$ cat src/rtl/xex_pkg.sv
// ----------------------------------------------------------------------------
// xex_pkg: shared types and constants for the x86 execute subset
// Operation codes, request and result layouts, memory write request.
// ----------------------------------------------------------------------------
package xex_pkg;

  localparam int MEM_BYTES = 65536;
  localparam int MEM_AW    = $clog2(MEM_BYTES);
  localparam int BANK_AW   = MEM_AW - 1;
  localparam int NUM_REGS  = 12;
  localparam int REG_AW    = $clog2(NUM_REGS);

  localparam logic [REG_AW-1:0] CX_INDEX = REG_AW'(2);

  localparam logic [2:0] F_MOV     = 3'd0;
  localparam logic [2:0] F_ADD     = 3'd1;
  localparam logic [2:0] F_SUB     = 3'd2;
  localparam logic [2:0] F_CMP     = 3'd3;
  localparam logic [2:0] F_LOOP    = 3'd4;
  localparam logic [2:0] F_JNE     = 3'd5;
  localparam logic [2:0] F_OTHER   = 3'd6;
  localparam logic [2:0] F_PRELOAD = 3'd7;

  localparam logic [1:0] SRC_REG = 2'd0;
  localparam logic [1:0] SRC_IMM = 2'd1;

  typedef struct packed {
    logic [3:0]  ea_reg_second;
    logic [3:0]  ea_reg_first;
    logic [15:0] displacement;
    logic [15:0] imm_value;
    logic [4:0]  src_reg;
    logic [4:0]  dest_reg;
    logic        wide;
    logic [1:0]  src_kind;
    logic        dest_is_memory;
    logic [2:0]  inst_size;
    logic [2:0]  func;
  } item_t;

  typedef struct packed {
    logic              en;
    logic              wide;
    logic [MEM_AW-1:0] addr;
    logic [15:0]       data;
  } mem_wr_t;

  typedef struct packed {
    logic [15:0]       ip;
    logic              zf;
    logic              sf;
    logic [15:0]       result;
    logic              reg_we;
    logic [REG_AW-1:0] reg_idx;
    logic [15:0]       reg_data;
    mem_wr_t           mem_wr;
  } exec_out_t;

endpackage

$ cat src/rtl/xex_exec.sv
// ----------------------------------------------------------------------------
// xex_exec: execute stage
// Operand select, add/sub, flags, branch target and write-back requests.
// ----------------------------------------------------------------------------
module xex_exec
  import xex_pkg::*;
(
  input  item_t             item,
  input  logic [MEM_AW-1:0] ea,
  input  logic [15:0]       mem_data,
  input  logic [15:0]       src_word,
  input  logic [15:0]       dest_word,
  input  logic [15:0]       cx_word,
  input  logic [15:0]       ip,
  input  logic              zf,
  input  logic              sf,
  output exec_out_t         res
);

  logic [15:0] mask;
  logic [15:0] mem_op;
  logic [15:0] src_op;
  logic [15:0] dst_op;
  logic [15:0] rv;
  logic [15:0] ip_adv;
  logic [15:0] cx_dec;
  logic [15:0] merged;

  function automatic logic [15:0] reg_operand(input logic [15:0] w, input logic hi,
                                              input logic wd);
    if (wd) begin
      return w;
    end
    return hi ? {8'h00, w[15:8]} : {8'h00, w[7:0]};
  endfunction

  always_comb begin
    mask   = item.wide ? 16'hFFFF : 16'h00FF;
    mem_op = mem_data & mask;
    ip_adv = ip + {13'd0, item.inst_size};
    cx_dec = cx_word - 16'd1;
    case (item.src_kind)
      SRC_REG: src_op = reg_operand(src_word, item.src_reg[0], item.wide);
      SRC_IMM: src_op = item.imm_value & mask;
      default: src_op = mem_op;
    endcase
    dst_op = item.dest_is_memory ? mem_op
                                 : reg_operand(dest_word, item.dest_reg[0], item.wide);
    case (item.func)
      F_MOV:   rv = src_op;
      F_ADD:   rv = (dst_op + src_op) & mask;
      default: rv = (dst_op - src_op) & mask;
    endcase
    if (item.wide) begin
      merged = rv;
    end else if (item.dest_reg[0]) begin
      merged = {rv[7:0], dest_word[7:0]};
    end else begin
      merged = {dest_word[15:8], rv[7:0]};
    end

    res             = '0;
    res.ip          = ip_adv;
    res.zf          = zf;
    res.sf          = sf;
    res.mem_wr.wide = item.wide;
    res.mem_wr.addr = ea;
    res.mem_wr.data = rv;
    res.reg_idx     = item.dest_reg[REG_AW:1];
    res.reg_data    = merged;
    case (item.func)
      F_MOV, F_ADD, F_SUB, F_CMP: begin
        res.result = rv;
        if (item.func != F_MOV) begin
          res.zf = (rv == 16'd0);
          res.sf = item.wide ? rv[15] : rv[7];
        end
        if (item.func != F_CMP) begin
          res.mem_wr.en = item.dest_is_memory;
          res.reg_we    = !item.dest_is_memory && (item.dest_reg[4:1] < 4'(NUM_REGS));
        end
      end
      F_LOOP: begin
        res.result   = cx_dec;
        res.reg_we   = 1'b1;
        res.reg_idx  = CX_INDEX;
        res.reg_data = cx_dec;
        if (cx_dec != 16'd0) begin
          res.ip = ip_adv + item.imm_value;
        end
      end
      F_JNE: begin
        if (!zf) begin
          res.ip = ip_adv + item.imm_value;
        end
      end
      F_PRELOAD: begin
        res.ip          = ip;
        res.result      = {8'h00, item.imm_value[7:0]};
        res.mem_wr.en   = 1'b1;
        res.mem_wr.wide = 1'b0;
        res.mem_wr.addr = item.displacement[MEM_AW-1:0];
        res.mem_wr.data = {8'h00, item.imm_value[7:0]};
      end
      default: ;
    endcase
  end

endmodule

$ cat config.mk
export PLATFORM = sky130hd
export DESIGN_NAME = xex_exec
export DESIGN_NICKNAME = d
export VERILOG_FILES = /design/src/rtl/xex_pkg.sv /design/src/rtl/xex_exec.sv
export SDC_FILE = /design/constraint.sdc
export NUM_CORES = 1
export LEC_CHECK = 0
export ABC_AREA = 1
export BUFFER_PORTS_ARGS = -buffer_cell sky130_fd_sc_hd__buf_2
export CAP_MARGIN = 15
export CELL_PAD_IN_SITES_DETAIL_PLACEMENT = 0
export CELL_PAD_IN_SITES_GLOBAL_PLACEMENT = 2
export CORE_ASPECT_RATIO = 0.75
export CORE_MARGIN = 5
export CORE_UTILIZATION = 23
export DETAILED_ROUTE_END_ITERATION = 10
export PLACE_DENSITY = 0.89
export SLEW_MARGIN = 20
export SYNTH_ARGS = -nofsm -noshare
export SYNTH_HDL_FRONTEND = slang
export SYNTH_SLANG_ARGS = --single-unit
$ cat constraint.sdc
create_clock -name vclk -period 5.3
set_input_delay 1.06 -clock vclk [all_inputs]
set_output_delay 1.06 -clock vclk [all_outputs]
set_load 0.02 [all_outputs]
==> impl_metrics.csv <==
group,metric,value,unit
layout,design.seq.count,0,
route,via_per_inst,4.759,
floorplanning,die_w,190.6,µm
timing,setup_violations,1,
global_route,grt_pass1_wl,45990,µm
worst_setup_path,worstPathMaxFanout,5,
pwr,leakagePower,5.201,nW
floorplanning,dieArea,0.02773,mm²
timing,worstMarginPinSlew,0.8449,ns
pwr,peakVddDrop,67.94,µV
placed_design,gp_congestion,0.9560,
status,status,"finished with violations",
status,failed_checks,"setup timing",
run,max-cap-violations,0,
pwr,total_power,1.719,mW
layout,clkbuf_count,0,
layout,final_common_cell,"nand2_1",
timing,max_freq,188.4,MHz
timing,fin_hold_ws,2.427,ns
timing,period_share,100.2,%
floorplanning,floorplan.rows,49,
floorplanning,coreArea,0.02403,mm²
worst_setup_path,cp-start-kind,"primary input",
logic_synthesis,synth_cell_types,44,
worst_setup_path,crit_required,4.24,ns
global_route,grt_max_degree,49,
logic_synthesis,synth.cell_area,0.005628,mm²
worst_setup_path,path_class,"primary input to primary output",
timing,fin_ws,-0.009035,ns
logic_synthesis,yosysWarnings,0,
timing,grt_setup_unrepaired,"yes",
route,remaining_drc_errors,0,
pwr,p_per_area,176.2,mW/mm²
min_path,whs_path_depth,4,
global_route,grt_pass1_vias,8190,
route,drt-total-wl,31430,µm
floorplanning,io_pins,247,
floorplanning,start_util,23.42,%
global_route,overflow,0,
layout,drive_gt1_share,44.51,%
timing,fin_setup_tns,-0.009035,ns
route,drt_iter0_drc,561,
timing,hold_violations,0,
layout,ff_latch_area,0,µm²
min_path,hp-start,"ea[2]",
layout,post-route-util,40.59,%
route,vias,8743,
logic_synthesis,syn_area_per_cell,5.112,µm²
floorplanning,dieHeight,145.5,µm
timing,period_needed,5.309,ns
logic_synthesis,seq_area_frac_synth,0,%
worst_setup_path,arrival,4.25,ns
route,wl_per_cell,17.11,µm
route,postRouteAntennaNets,0,
layout,num-nets-final,1702,
route,drt-pass1-iter-count,7,
timing,drv_slew,0,
timing,relSlewSlack,43.61,%
clock_network,cts_hold_buf,0,
min_path,hp-class,"primary input to primary output",
global_route,grt_antenna_before_repair,2,
worst_setup_path,endpoint_kind,"primary output",
logic_synthesis,synth_fp_nets,1298,
layout,final_cell_mix,"nand2_1, buf_2, buf_4",
placed_design,place_hpwl,26670,µm
layout,area_growth,73.34,%
placed_design,portBuffers,235,
min_path,min_to,"res[18]",
global_route,grt_usage,20.64,%
logic_synthesis,synthCells,1101,
[worst max path at each step]
stage / start / to / slack, ns / cells after the start
2_1_floorplan: item[15] / res[68] / 0.14 / 25
3_3_place_gp: item[9] / res[72] / -0.44 / 28
3_5_place_dp: item[9] / res[72] / -0.49 / 28
4_1_cts: item[15] / res[72] / -0.009 / 30
5_1_grt: item[8] / res[47] / -0.22 / 25
6_report: item[8] / res[47] / -0.009 / 24
[power by group]
part | switching, mW | internal, mW
Clock | 0 | 0.0000000759
Combinational | 0.985 | 0.734
Sequential | 0 | 0
[metrics by stage]
stage                     cells  worst slack [ns]  area, µm²
after global routing       1835           -0.2216       9751
after CTS                  1814         -0.008951       8919
after global placement     1805           -0.4386       8368
after floorplan            1101            0.1440       5628
final                      1837         -0.009035       9756
after detailed placement   1805           -0.4927       8368
[Yosys cell counts, types with 3 or more instances]
library cell / instances / area, µm²
nand2_1: 330 / 1239
nor2_1: 101 / 379.1
xnor2_1: 12 / 105.1
o211ai_1: 8 / 60.06
buf_2: 9 / 45.04
fa_1: 3 / 60.06
nand3b_1: 11 / 82.58
ha_1: 36 / 450.4
o21ai_0: 93 / 465.5
o211ai_2: 11 / 137.6
nand2_2: 7 / 43.79
a211oi_1: 4 / 30.03
or2_2: 9 / 56.30
a21oi_1: 47 / 235.2
clkinv_1: 3 / 11.26
o22ai_1: 11 / 68.82
nor3_1: 5 / 25.02
xor2_1: 38 / 332.8
nor2_4: 6 / 67.56
nand3_2: 8 / 80.08
inv_1: 157 / 589.3
nor2_2: 7 / 43.79
inv_2: 5 / 18.77
buf_6: 4 / 45.04
clkbuf_1: 20 / 75.07
o21ai_1: 5 / 25.02
nand3_1: 111 / 555.5
nand4_1: 15 / 93.84
[layer usage]
metal / routed length [µm] / GRT usage [%] / vias up
li1: - / - / 4373
met3: 2408 / 3.165 / 32
met2: 13320 / 32.17 / 319
met4: 515 / 2.692 / 2
met1: 15170 / 30.71 / 4017
met5: 13 / 0 / -
[layout make-up]
| class | instances | area [µm²] |
|---|---|---|
| fill | 2642 | 14280 |
| multi-input combinational | 900 | 5773 |
| timing repair buffer | 438 | 2922 |
| inverter | 165 | 639.4 |
| tap | 331 | 414.1 |
| antenna | 3 | 7.507 |
[cell families (layout without fill, tap and decap cells)]
family,count (synthesis),after routing,share of synthesized area [%]
AO/OA/AOI/OAI,193,193,20.12
buffers and inverters,201,603,14.27
XOR/XNOR,50,50,7.781
adder cells (fa/ha/maj),39,39,9.071
other,0,3,0
AND/OR/NAND/NOR,618,618,48.75
[repair_timing]
action / CTS / global route
pin swaps: 52 / 84
buffers inserted: 9 / 21
endpoints found under the setup margin: 39 / 42
gates resized for setup: 129 / 179
[critical path: stages]
cell and delay (ns):
buf_6 0.12, nor2_4 0.18, buf_6 0.13, nand3_4 0.11, nand2_4 0.09, inv_2 0.04
ha_4 0.22, or2_2 0.30, o21ai_2 0.08, inv_1 0.07, ha_1 0.30, nand3_1 0.13
nand2_2 0.10, buf_4 0.14, nand2_1 0.07, nand3_1 0.08, nand3_2 0.11, nand2_2 0.06
buf_4 0.13, buf_4 0.13, a211oi_1 0.25, o21ai_2 0.09, nand2_2 0.13, buf_6 0.12
Power figures use the tool's default switching activity.
